==> config.mk <==
export PLATFORM = sky130hd
export DESIGN_NAME = udp_debug_char_receiver
export DESIGN_NICKNAME = d
export VERILOG_FILES = /design/src/design/udcr_pkg.sv /design/src/design/udcr_front.sv /design/src/design/udcr_queue.sv /design/src/design/udcr_back.sv /design/src/design/udp_debug_char_receiver.sv
export SDC_FILE = /design/constraint.sdc
export NUM_CORES = 2
export LEC_CHECK = 0
export ABC_AREA = 0
export BUFFER_PORTS_ARGS = -buffer_cell sky130_fd_sc_hd__clkbuf_2
export CAP_MARGIN = 20
export CORE_MARGIN = 3
export CORE_UTILIZATION = 50
export DETAILED_ROUTE_END_ITERATION = 12
export PLACE_DENSITY = 0.67
export SLEW_MARGIN = 5
export SYNTH_ARGS = -nofsm -noshare
export SYNTH_HDL_FRONTEND = slang
export SYNTH_SLANG_ARGS = --single-unit
==> constraint.sdc <==
create_clock -name clk -period 3.4 [get_ports clk]
set_input_delay 0 -clock clk [delete_from_list [all_inputs] [get_ports clk]]
set_output_delay 0 -clock clk [all_outputs]
set_load 0.02 [all_outputs]
==> src/design/udcr_pkg.sv <==
// Package for the UDP debug character receiver.
// Holds the codes, header offsets, sizes and the queue beat type shared by all modules.
`default_nettype none
package udcr_pkg;

	localparam int FIFO_DEPTH  = 256;
	localparam int PTR_W       = $clog2(FIFO_DEPTH);
	localparam int QUEUE_DEPTH = 2;
	localparam int QPTR_W      = (QUEUE_DEPTH > 1) ? $clog2(QUEUE_DEPTH) : 1;
	localparam int QCNT_W      = $clog2(QUEUE_DEPTH + 1);

	localparam logic [1:0] MODE_BYTE  = 2'd0;
	localparam logic [1:0] MODE_READ  = 2'd1;
	localparam logic [1:0] MODE_FLUSH = 2'd2;

	localparam logic [1:0] REG_DEBUG_PORT = 2'd0;
	localparam logic [1:0] REG_MIN_LEN    = 2'd1;
	localparam logic [1:0] REG_MAX_LEN    = 2'd2;

	localparam logic [15:0] DEBUG_PORT_RST = 16'd9999;
	localparam logic [10:0] MIN_LEN_RST    = 11'd64;
	localparam logic [10:0] MAX_LEN_RST    = 11'd1518;

	localparam logic [10:0] POS_ETH_HI   = 11'd12;
	localparam logic [10:0] POS_ETH_LO   = 11'd13;
	localparam logic [10:0] POS_PROTO    = 11'd23;
	localparam logic [10:0] POS_PORT_HI  = 11'd36;
	localparam logic [10:0] POS_PORT_LO  = 11'd37;
	localparam logic [10:0] POS_ULEN_HI  = 11'd38;
	localparam logic [10:0] POS_ULEN_LO  = 11'd39;
	localparam logic [10:0] POS_PAYLOAD  = 11'd42;
	localparam logic [10:0] POS_SAT      = 11'd2047;

	localparam logic [15:0] ETHERTYPE_IPV4 = 16'h0800;
	localparam logic [7:0]  PROTO_UDP      = 8'd17;
	localparam logic [7:0]  BREAK_CHAR     = 8'h03;
	localparam int          UDP_HDR_LEN    = 8;

	typedef enum logic [1:0] {
		OP_NONE,
		OP_PUT,
		OP_GET,
		OP_FLUSH
	} op_t;

	typedef struct packed {
		op_t        op;
		logic [7:0] data;
		logic       brk;
	} beat_t;

endpackage
`default_nettype wire

==> src/design/udcr_front.sv <==
// Front end: accepts input beats, tracks frame position and header fields, classifies beats.
// Depends on udcr_pkg; feeds udcr_queue.
`default_nettype none
module udcr_front (
	input  wire                 clk,
	input  wire                 arst_n,
	input  wire                 in_valid,
	output logic                in_ready,
	input  wire  [1:0]          mode,
	input  wire  [7:0]          data_byte,
	input  wire                 frame_start,
	input  wire  [10:0]         frame_size,
	input  wire                 in_handler,
	input  wire                 cfg_valid,
	output logic                cfg_ready,
	input  wire  [1:0]          cfg_index,
	input  wire  [15:0]         cfg_data,
	input  wire                 q_ready,
	output logic                q_push,
	output udcr_pkg::beat_t     q_beat
);
	import udcr_pkg::*;

	logic [15:0]        debug_port_q;
	logic [10:0]        min_len_q;
	logic [10:0]        max_len_q;
	logic [10:0]        pos_q;
	logic [15:0]        eth_q;
	logic [7:0]         proto_q;
	logic [7:0]         port_hi_q;
	logic [7:0]         ulen_hi_q;
	logic signed [16:0] limit_q;
	logic               dbg_q;
	logic               ret_known_q;

	logic [10:0]        idx;
	logic               dbg_cur;
	logic signed [16:0] limit_cur;
	logic               dbg_hit;
	logic signed [16:0] lim_a;
	logic signed [16:0] lim_b;
	logic signed [16:0] lim_min;
	logic signed [16:0] offs;
	logic               in_payload;
	logic               accept;

	assign in_ready  = q_ready;
	assign cfg_ready = 1'b1;
	assign accept    = in_valid && q_ready;
	assign q_push    = accept;

	assign idx       = frame_start ? '0 : pos_q;
	assign dbg_cur   = (idx == '0) ? 1'b0 : dbg_q;
	assign limit_cur = (idx == '0) ? 17'sd0 : limit_q;
	assign dbg_hit   = (frame_size >= min_len_q) && (frame_size <= max_len_q) &&
		(eth_q == ETHERTYPE_IPV4) && (proto_q == PROTO_UDP) &&
		({port_hi_q, data_byte} == debug_port_q);
	assign lim_a     = $signed({1'b0, ulen_hi_q, data_byte}) - 17'(UDP_HDR_LEN);
	assign lim_b     = $signed({6'b0, frame_size}) - $signed({6'b0, POS_PAYLOAD});
	assign lim_min   = (lim_a < lim_b) ? lim_a : lim_b;
	assign offs      = $signed({6'b0, idx}) - $signed({6'b0, POS_PAYLOAD});
	assign in_payload = dbg_cur && (idx >= POS_PAYLOAD) && (idx < POS_SAT) &&
		(offs < limit_cur);

	always_comb begin
		q_beat.op   = OP_NONE;
		q_beat.data = data_byte;
		q_beat.brk  = 1'b0;
		unique case (mode)
			MODE_BYTE: begin
				if (idx == POS_PORT_LO && dbg_hit && !ret_known_q) begin
					q_beat.brk = !in_handler;
				end
				if (in_payload) begin
					if (data_byte == BREAK_CHAR && !in_handler) begin
						q_beat.brk = 1'b1;
					end else begin
						q_beat.op = OP_PUT;
					end
				end
			end
			MODE_READ:  q_beat.op = OP_GET;
			MODE_FLUSH: q_beat.op = OP_FLUSH;
			default:    q_beat.op = OP_NONE;
		endcase
	end

	always_ff @(posedge clk or negedge arst_n) begin
		if (!arst_n) begin
			debug_port_q <= DEBUG_PORT_RST;
			min_len_q    <= MIN_LEN_RST;
			max_len_q    <= MAX_LEN_RST;
		end else if (cfg_valid) begin
			unique case (cfg_index)
				REG_DEBUG_PORT: debug_port_q <= cfg_data;
				REG_MIN_LEN:    min_len_q    <= cfg_data[10:0];
				REG_MAX_LEN:    max_len_q    <= cfg_data[10:0];
				default: ;
			endcase
		end
	end

	always_ff @(posedge clk or negedge arst_n) begin
		if (!arst_n) begin
			pos_q       <= '0;
			eth_q       <= '0;
			proto_q     <= '0;
			port_hi_q   <= '0;
			ulen_hi_q   <= '0;
			limit_q     <= '0;
			dbg_q       <= 1'b0;
			ret_known_q <= 1'b0;
		end else if (accept && mode == MODE_BYTE) begin
			dbg_q   <= (idx == POS_PORT_LO) ? dbg_hit : dbg_cur;
			limit_q <= (idx == POS_ULEN_LO) ? lim_min : limit_cur;
			unique case (idx)
				POS_ETH_HI:  eth_q[15:8] <= data_byte;
				POS_ETH_LO:  eth_q[7:0]  <= data_byte;
				POS_PROTO:   proto_q     <= data_byte;
				POS_PORT_HI: port_hi_q   <= data_byte;
				POS_PORT_LO: begin
					if (dbg_hit) begin
						ret_known_q <= 1'b1;
					end
				end
				POS_ULEN_HI: ulen_hi_q <= data_byte;
				default: ;
			endcase
			pos_q <= (idx < POS_SAT) ? idx + 11'd1 : POS_SAT;
		end
	end

endmodule
`default_nettype wire

==> src/design/udcr_queue.sv <==
// Short beat queue between the front end and the back end.
// Depends on udcr_pkg for the beat type and depth.
`default_nettype none
module udcr_queue (
	input  wire                 clk,
	input  wire                 arst_n,
	input  wire                 push,
	input  udcr_pkg::beat_t     push_beat,
	output logic                push_ready,
	input  wire                 pop,
	output udcr_pkg::beat_t     pop_beat,
	output logic                pop_valid
);
	import udcr_pkg::*;

	localparam logic [QPTR_W-1:0] QLAST = QPTR_W'(QUEUE_DEPTH - 1);
	localparam logic [QCNT_W-1:0] QFULL = QCNT_W'(QUEUE_DEPTH);

	beat_t             ent_q [QUEUE_DEPTH];
	logic [QPTR_W-1:0] wr_ptr_q;
	logic [QPTR_W-1:0] rd_ptr_q;
	logic [QCNT_W-1:0] cnt_q;
	logic              do_push;
	logic              do_pop;

	assign push_ready = (cnt_q != QFULL);
	assign pop_valid  = (cnt_q != '0);
	assign pop_beat   = ent_q[rd_ptr_q];
	assign do_push    = push && push_ready;
	assign do_pop     = pop && pop_valid;

	always_ff @(posedge clk) begin
		if (do_push) begin
			ent_q[wr_ptr_q] <= push_beat;
		end
	end

	always_ff @(posedge clk or negedge arst_n) begin
		if (!arst_n) begin
			wr_ptr_q <= '0;
			rd_ptr_q <= '0;
			cnt_q    <= '0;
		end else begin
			if (do_push) begin
				wr_ptr_q <= (wr_ptr_q == QLAST) ? '0 : wr_ptr_q + 1'b1;
			end
			if (do_pop) begin
				rd_ptr_q <= (rd_ptr_q == QLAST) ? '0 : rd_ptr_q + 1'b1;
			end
			if (do_push && !do_pop) begin
				cnt_q <= cnt_q + 1'b1;
			end else if (do_pop && !do_push) begin
				cnt_q <= cnt_q - 1'b1;
			end
		end
	end

endmodule
`default_nettype wire

==> src/design/udcr_back.sv <==
// Back end: character FIFO with its memory, pointers and full flag, plus the result register.
// Depends on udcr_pkg; drains udcr_queue.
`default_nettype none
module udcr_back (
	input  wire                 clk,
	input  wire                 arst_n,
	input  wire                 q_valid,
	input  udcr_pkg::beat_t     q_beat,
	output logic                q_pop,
	output logic                out_valid,
	input  wire                 out_ready,
	output logic [7:0]          out_char,
	output logic                char_valid,
	output logic                break_request,
	output logic                byte_queued
);
	import udcr_pkg::*;

	localparam logic [PTR_W-1:0] PLAST = PTR_W'(FIFO_DEPTH - 1);

	logic [7:0]       mem [FIFO_DEPTH];
	logic [7:0]       rdata_q;
	logic [PTR_W-1:0] rp_q;
	logic [PTR_W-1:0] wp_q;
	logic             full_q;
	logic             out_valid_q;
	logic             cv_q;
	logic             brk_q;
	logic             qd_q;

	logic             issue;
	logic             empty;
	logic             wr_en;
	logic             rd_en;
	logic [PTR_W-1:0] wp_nxt;
	logic [PTR_W-1:0] rp_nxt;

	assign issue  = q_valid && (!out_valid_q || out_ready);
	assign q_pop  = issue;
	assign empty  = (rp_q == wp_q) && !full_q;
	assign wr_en  = issue && q_beat.op == OP_PUT;
	assign rd_en  = issue && q_beat.op == OP_GET && !empty;
	assign wp_nxt = (wp_q == PLAST) ? '0 : wp_q + 1'b1;
	assign rp_nxt = (rp_q == PLAST) ? '0 : rp_q + 1'b1;

	assign out_valid     = out_valid_q;
	assign out_char      = cv_q ? rdata_q : 8'd0;
	assign char_valid    = cv_q;
	assign break_request = brk_q;
	assign byte_queued   = qd_q;

	always_ff @(posedge clk) begin
		if (wr_en) begin
			mem[wp_q] <= q_beat.data;
		end
		if (rd_en) begin
			rdata_q <= mem[rp_q];
		end
	end

	always_ff @(posedge clk or negedge arst_n) begin
		if (!arst_n) begin
			rp_q   <= '0;
			wp_q   <= '0;
			full_q <= 1'b0;
		end else if (issue) begin
			case (q_beat.op)
				OP_PUT: begin
					wp_q   <= wp_nxt;
					full_q <= (rp_q == wp_nxt);
				end
				OP_GET: begin
					if (!empty) begin
						rp_q   <= rp_nxt;
						full_q <= 1'b0;
					end
				end
				OP_FLUSH: begin
					rp_q   <= wp_q;
					full_q <= 1'b0;
				end
				default: ;
			endcase
		end
	end

	always_ff @(posedge clk or negedge arst_n) begin
		if (!arst_n) begin
			out_valid_q <= 1'b0;
			cv_q        <= 1'b0;
			brk_q       <= 1'b0;
			qd_q        <= 1'b0;
		end else if (issue) begin
			out_valid_q <= 1'b1;
			cv_q        <= rd_en;
			brk_q       <= q_beat.brk;
			qd_q        <= wr_en;
		end else if (out_ready) begin
			out_valid_q <= 1'b0;
		end
	end

endmodule
`default_nettype wire

==> src/design/udp_debug_char_receiver.sv <==
// Top level of the UDP debug character receiver.
// Instantiates udcr_front, udcr_queue and udcr_back; depends on udcr_pkg.
//
// Sustains one beat per cycle on the input while results are taken, with one result beat
// per input beat in order. An accepted beat is written into a two-beat queue, then executed
// against the character FIFO and shown in the result register until it is taken. The rate
// is set by the FIFO memory, which takes one write or one registered read per cycle. The
// character memory needs no clearing pass: only written entries are ever read.
`default_nettype none
module udp_debug_char_receiver (
	input  wire         clk,
	input  wire         arst_n,
	input  wire         in_valid,
	output logic        in_ready,
	input  wire  [1:0]  mode,
	input  wire  [7:0]  data_byte,
	input  wire         frame_start,
	input  wire  [10:0] frame_size,
	input  wire         in_handler,
	output logic        out_valid,
	input  wire         out_ready,
	output logic [7:0]  out_char,
	output logic        char_valid,
	output logic        break_request,
	output logic        byte_queued,
	input  wire         cfg_valid,
	output logic        cfg_ready,
	input  wire  [1:0]  cfg_index,
	input  wire  [15:0] cfg_data
);
	import udcr_pkg::*;

	beat_t f_beat;
	beat_t q_beat;
	logic  f_push;
	logic  q_ready;
	logic  q_valid;
	logic  q_pop;

	udcr_front u_front (
		.clk         (clk),
		.arst_n      (arst_n),
		.in_valid    (in_valid),
		.in_ready    (in_ready),
		.mode        (mode),
		.data_byte   (data_byte),
		.frame_start (frame_start),
		.frame_size  (frame_size),
		.in_handler  (in_handler),
		.cfg_valid   (cfg_valid),
		.cfg_ready   (cfg_ready),
		.cfg_index   (cfg_index),
		.cfg_data    (cfg_data),
		.q_ready     (q_ready),
		.q_push      (f_push),
		.q_beat      (f_beat)
	);

	udcr_queue u_queue (
		.clk        (clk),
		.arst_n     (arst_n),
		.push       (f_push),
		.push_beat  (f_beat),
		.push_ready (q_ready),
		.pop        (q_pop),
		.pop_beat   (q_beat),
		.pop_valid  (q_valid)
	);

	udcr_back u_back (
		.clk           (clk),
		.arst_n        (arst_n),
		.q_valid       (q_valid),
		.q_beat        (q_beat),
		.q_pop         (q_pop),
		.out_valid     (out_valid),
		.out_ready     (out_ready),
		.out_char      (out_char),
		.char_valid    (char_valid),
		.break_request (break_request),
		.byte_queued   (byte_queued)
	);

	a_no_brk_and_queue: assert property (@(posedge clk) disable iff (!arst_n)
		out_valid |-> !(byte_queued && break_request))
		else $error("break and enqueue on the same beat");

	a_read_alone: assert property (@(posedge clk) disable iff (!arst_n)
		(out_valid && char_valid) |-> (!byte_queued && !break_request))
		else $error("read result carries frame flags");

	a_char_zero: assert property (@(posedge clk) disable iff (!arst_n)
		(out_valid && !char_valid) |-> (out_char == 8'd0))
		else $error("character without a valid read");

	a_queue_fill: assert property (@(posedge clk) disable iff (!arst_n)
		(in_valid && in_ready && !q_valid) |=> q_valid)
		else $error("accepted beat missing from queue");

endmodule
`default_nettype wire
---- Word level (Yosys, flattened, before mapping) ----
Memory sizes are Yosys's and may differ from the RTL's. A register that Yosys moved wholly into a read port is not among the register bits.
Cells that the tools add are included.
operators by class
  $add $sub $neg .......................... 10
  order comparisons ....................... 6
  equal/unequal tests ..................... 24
  mux-type cells .......................... 31
  reduce and logical (&&, ||, !) cells .... 49
operator list
  operator               number
  $mux 17                3
  $eq 11x6->1 const B    4
  $lt 17x17->1           2
  $mux 8                 4
  $sub 11x6->12 const B  2
  $eq 11x4->1 const B    2
  $mux 11                2
  $logic_and 1x1->1      21
  $reduce_and 2->1       9
  $sub 16x4->17 const B  1
  $add 8x1->8 const B    2
  $eq 16x12->1 const B   1
  $eq 16x16->1           1
  $eq 8x8->1             2
  $eq 8x8->1 const B     2
  $mux 1                 16
  $pmux 8 s2             1
  $add 11x1->11 const B  1
  $eq 11x5->1 const B    1
  $ge 11x11->1           1
  $ge 11x6->1 const B    1
  $le 11x11->1           1
  $logic_not 11->1       1
  $lt 11x11->1 const B   1
  other kinds (17)       38
word-level totals
  flip-flop bits (word level) ............. 133
  memory bits (writable) .................. 2,070
  input bits .............................. 46
  output and inout port bits .............. 14
  logic and storage cells ................. 144
  memories kept ........................... 2
memories
  memory         depth  bits a word  rd ports  clocked after Yosys merged registers in  write ports  line              text
  u_back.mem     256    8            1         1                                        1            udcr_back.sv:21   logic [7:0] mem [FIFO_DEPTH];
  u_queue.ent_q  2      11           1         0                                        1            udcr_queue.sv:19  beat_t ent_q [QUEUE_DEPTH];

---- Depth between registers and ports, before layout ----
  depth in word-level cells ............... 11
  depth in mapped cells ................... 16
  depth with buffers taken out ............ 15

---- By module ----
Synthesis repeated with hierarchy kept, for this count alone.
second synthesis, totals
  cell total of the unflattened synthesis .. 4,754
  area, all modules ....................... 89,173.0 µm²
modules (own cells, without submodules)
  module      instances  cells each  area an instance (µm²)  sequential area each (µm²)
  udcr_back   1          4,018       81,320.5                62,264.7
  udcr_front  1          684         6,849.1                 2,723.9
  udcr_queue  1          52          1,003.5                 760.7

---- Worst setup path before layout ----
Ideal clock, no wire load.
  path kind ............................... register -> register
  start point ............................. register u_front.pos_q[4]
  end point ............................... memory u_queue.ent_q[0][0] in the netlist's numbering, data pin
  library setup time ...................... 0.134 ns
  data arrival time ....................... 3.527 ns
  data required time ...................... 3.266 ns
  setup slack ............................. -0.261 ns
  stages on the path, launching flop included .. 15
  path buffers ............................ 2
  clock period less this slack ............ 3.661 ns
  cell sequence ........................... dfrtp_1 -> clkbuf_1 -> or4_1 -> nor4_1 -> o21ai_1 -> clkbuf_1 -> nand2_1 -> ha_1 -> a21o_1 -> a211oi_1 -> o21ai_0 -> a41o_1 -> or3_1 -> a211oi_1 -> o21a_1
RTL lines
  element                   line               text
  start: declaration        udcr_front.sv:27   logic [10:0] pos_q;
  start signal: assignment  udcr_front.sv:129  pos_q <= (idx < POS_SAT) ? idx + 11'd1 : POS_SAT;
  end: declaration          udcr_queue.sv:19

---- Final worst setup path ----
  start point ............................. register u_back.rp_q[2]
  end point ............................... register u_back.rdata_q[2], read port of u_back.mem, data pin
on the way
  word-level cells in the longest chain between the ends .. 4
RTL lines
  element                   line             text
  start: declaration        udcr_back.sv:23  logic [PTR_W-1:0] rp_q;
  start signal: assignment  udcr_back.sv:74  rp_q <= rp_nxt;
  start signal: assignment  udcr_back.sv:79  rp_q <= wp_q;
  $eq 8x8->1                udcr_back.sv:40  assign empty = (rp_q == wp_q) && !full_q;
  $logic_and 1x1->1         udcr_back.sv:40
  $logic_not 1->1           udcr_back.sv:42  assign rd_en = issue && q_beat.op == OP_GET && !empty;
  $logic_and 1x1->1         udcr_back.sv:42
  end: declaration          udcr_back.sv:22  logic [7:0] rdata_q;
Several ways; a longest one is shown, not always the timed one.
A chain may end at the register's enable or synchronous reset.

==> results.py <==
metrics = {
    "die": {
        "fp-row-count": 153,
        "die_area_um2": 182000,
        "coreArea_um2": 175000,
        "initial_utilization_pct": 50.6,
        "die_y_um": 427,
        "io-pin-count": 60,
        "die_w_um": 427,
    },
    "pwr": {
        "p_seq_share_pct": 40.9,
        "power_frac_comb_pct": 30.5,
        "totalPowerFinal_mw": 83.0,
        "p_clk_share_pct": 28.6,
        "p_leak_nw": 34.6,
        "p_sw_mw": 26.2,
        "power_density_nw_per_um2": 803,
        "peakVddDrop_mv": 0.595,
        "p_sw_share_pct": 31.6,
        "p_int_mw": 56.7,
    },
    "sta": {
        "drv_slew": 0,
        "hold_ws_ps": 91.5,
        "slew_headroom_pct": 24.3,
        "setup_viol": 1,
        "min_period_ps": 3420,
        "grt_setup_unrepaired": "true",
        "skew_ps": 26.8,
        "setup_ws_ps": -18.6,
        "finalHoldViolCount": 0,
        "tightest_slew_ps": 1110,
        "fmax_ghz": 0.293,
        "min_period_over_period_pct": 101,
        "finalSetupTns_ps": -18.6,
    },
    "route": {
        "firstDrtPassIters": 6,
        "ant_nets": 0,
        "via_per_inst": 6.24,
        "num_vias": 48800,
        "finalWirelength_mm": 233,
        "drc": 0,
        "wl_per_cell_um": 29.9,
        "drt_iter0_drc": 6374,
    },
    "synthesis": {
        "synth_warnings": 0,
        "synthFlopType": "edfxtp_1",
        "ys_seq_elements": 2211,
        "yosysTopAreaCell": "edfxtp_1",
        "yosys-top-cells-count": "edfxtp_1 (2,078), mux4_2 (421), nor2_1 (329)",
        "ys_seq_area_share_pct": 74.1,
        "yosysTopAreaCellShare_pct": 70.4,
        "avgSynthCellArea_um2": 18.9,
        "syn_inst": 4695,
        "synth_edf_count": 2078,
        "syn-num-nets": 4807,
        "synth_most_common_cell": "edfxtp_1",
        "ys_async_sr_fraction_pct": 6.02,
        "synthTopCellsByArea": "edfxtp_1 (70%), mux4_2 (11%), dfrtp_1 (3.3%), mux2i_1 (2.4%), nor2_1 (1.4%)",
        "ys_types": 78,
        "syn-cell-area_um2": 88700,
    },
    "global_route": {
        "grt_first_pass_wirelength_mm": 339,
        "grt-ovfl-total": 0,
        "grt_start_max_net_pins": 172,
        "antenna_found_initial": 5,
        "gr-usage-all-layers_pct": 25.7,
        "grt_pass1_vias": 48500,
    },
    "cts": {
        "htree_levels": 4,
        "cts_max_path_buffers": 3,
        "clock_sinks": 2211,
        "path_clk_slew_ps": 60,
        "root_buffer": "clkbuf_16",
        "numCtsBuffers": 216,
        "tritoncts": "yes",
        "insertion_delay_ps": 860,
    },
    "cells_and_area": {
        "drive_above_1_share_pct": 27.4,
        "multiInputGateArea_um2": 21600,
        "nFillCells": 12600,
        "finalNetCount": 5416,
        "regArea_um2": 65800,
        "area.growth.synth_to_final_pct": 16.5,
    },
    "worst_setup_path": {
        "cp.required_ps": 4080,
        "cp.arrival_ps": 4100,
        "cp-end-kind": "register",
        "worstPathMaxFanout": 16,
        "start_kind": "register",
        "path_class": "reg -> reg",
    },
    "outcome": {
        "violations": "setup timing",
        "outcome": "finished, violations left",
    },
    "placed_design": {
        "dp_hpwl_mm": 148,
        "gp_congestion": 0.902,
        "portBuffers": 58,
    },
    "worst_hold_path": {
        "min_path_type": "in -> reg",
    },
    "run": {
        "max-cap-violations": 0,
    },
}
## power by group through the flow
stage | Combinational [mW] | Sequential (mW) | Clock [mW]
floorplan | 14.6 | 34.5 | 0
global placement | 24.7 | 34.5 | 0
detailed placement | 25.0 | 34.5 | 0
CTS | 25.2 | 33.9 | 24.0
global route | 26.6 | 33.9 | 25.1
finish | 25.3 | 33.9 | 23.7
## state kept, by name, indices dropped and copies added (netlist names), 11 cells and up
register	count
u_front.debug_port_q	16
u_queue.ent_q	22
u_front.max_len_q	11
u_front.min_len_q	11
u_front.pos_q	11
u_back.mem	2048
u_front.eth_q	16
u_front.limit_q	17
## worst paths after layout
| check | start | end | slack, ps | cells past startpoint |
|---|---|---|---|---|
| worst max-delay path | u_back.rp_q[2] | u_back.rdata_q[2] | -20 | 7 |
| worst min-delay path | frame_size[0] | u_front.limit_q[0] | 90 | 4 |
| worst max register to register | u_back.rp_q[2] | u_back.rdata_q[2] | -20 | 7 |
| worst min register to register | u_front.eth_q[4] | u_front.eth_q[4] | 490 | 2 |
| max in group asynchronous | arst_n | u_back.rp_q[0] | 2600 | 4 |
| min in group asynchronous | arst_n | u_front.max_len_q[8] | 340 | 3 |
## repair_timing
| action | CTS | global route |
|---|---|---|
| hold buffers | 79 | 0 |
| resized for setup | 5 | 41 |
| setup buffers | 0 | 4 |
| endpoints found under the setup margin | 2 | 24 |
| endpoints found under the hold margin | 293 | 0 |
| pin swaps | 0 | 24 |
| cloned | 0 | 2 |
## cells in the final DEF, fill, tap and decap left out, types with 40 or more instances in the layout
cell	netlist	final
a21oi_1	110	106
mux2_2	83	75
dlygate4sd3_1	0	78
nand3_1	50	49
edfxtp_1	2078	2078
a22oi_1	117	116
o21ai_0	90	83
buf_4	23	478
mux4_2	421	421
mux2i_1	216	216
nand2_1	154	143
clkbuf_1	133	46
nor2_1	329	327
ha_1	66	61
buf_12	1	52
o221ai_1	41	41
o22ai_1	41	40
clkbuf_2	0	57
clkbuf_16	0	219
xnor2_1	43	43
dfrtp_1	116	109
inv_1	47	47
clkinv_2	0	52
## cell families (layout without fill, tap and decap cells)
kind of cell / count (synthesis) / in the layout / synth area share, %
buffers and inverters: 329 / 1121 / 1.90
other: 1 / 3 / 0.00423
flip-flops: 2211 / 2211 / 74.1
AO/OA/AOI/OAI: 598 / 598 / 4.64
adder cells (fa/ha/maj): 66 / 66 / 0.931
multiplexers: 720 / 720 / 14.2
AND/OR/NAND/NOR: 708 / 708 / 3.57
XOR/XNOR: 62 / 62 / 0.612
## cell type report
cell class / count / share of cell area (%)
Clock buffer: 267 / 5.50
Tap cell: 2325 / 2.82
Clock inverter: 134 / 1.29
Multi-Input combinational cell: 2155 / 20.9
Timing Repair Buffer: 670 / 5.60
Inverter: 50 / 0.182
Antenna cell: 2 / 0.00484
Sequential cell: 2211 / 63.7
## routing by layer
layer	share of wire (%)	wire length, um	track usage (%)
met1	39	91900	36.2
met2	48	112000	40.2
met3	9.1	21300	5.22
met4	3.6	8510	9.41
met5	0.0056	13	0
## per-stage QoR
stage               cell area [um^2]  util, %  std cells  setup slack (ps)
finish                        103000     59.0       7814             -18.6
global placement               95200     54.3       7325              -385
CTS                           103000     58.8       7805              21.2
global route                  103000     59.0       7812             -69.0
floorplan                      88700        -       4695              13.3
detailed placement             95200     54.3       7325              -383
## critical path, cell delays in order, from the launching register on
cell       delay [ps]
dfrtp_2           560
or3b_4            560
buf_4             260
o221ai_1          220
a21oi_1            90
a2111oi_0         970
a22oi_1           380
o2111ai_1         190
No activity file was read; power rests on OpenSTA's default activity.
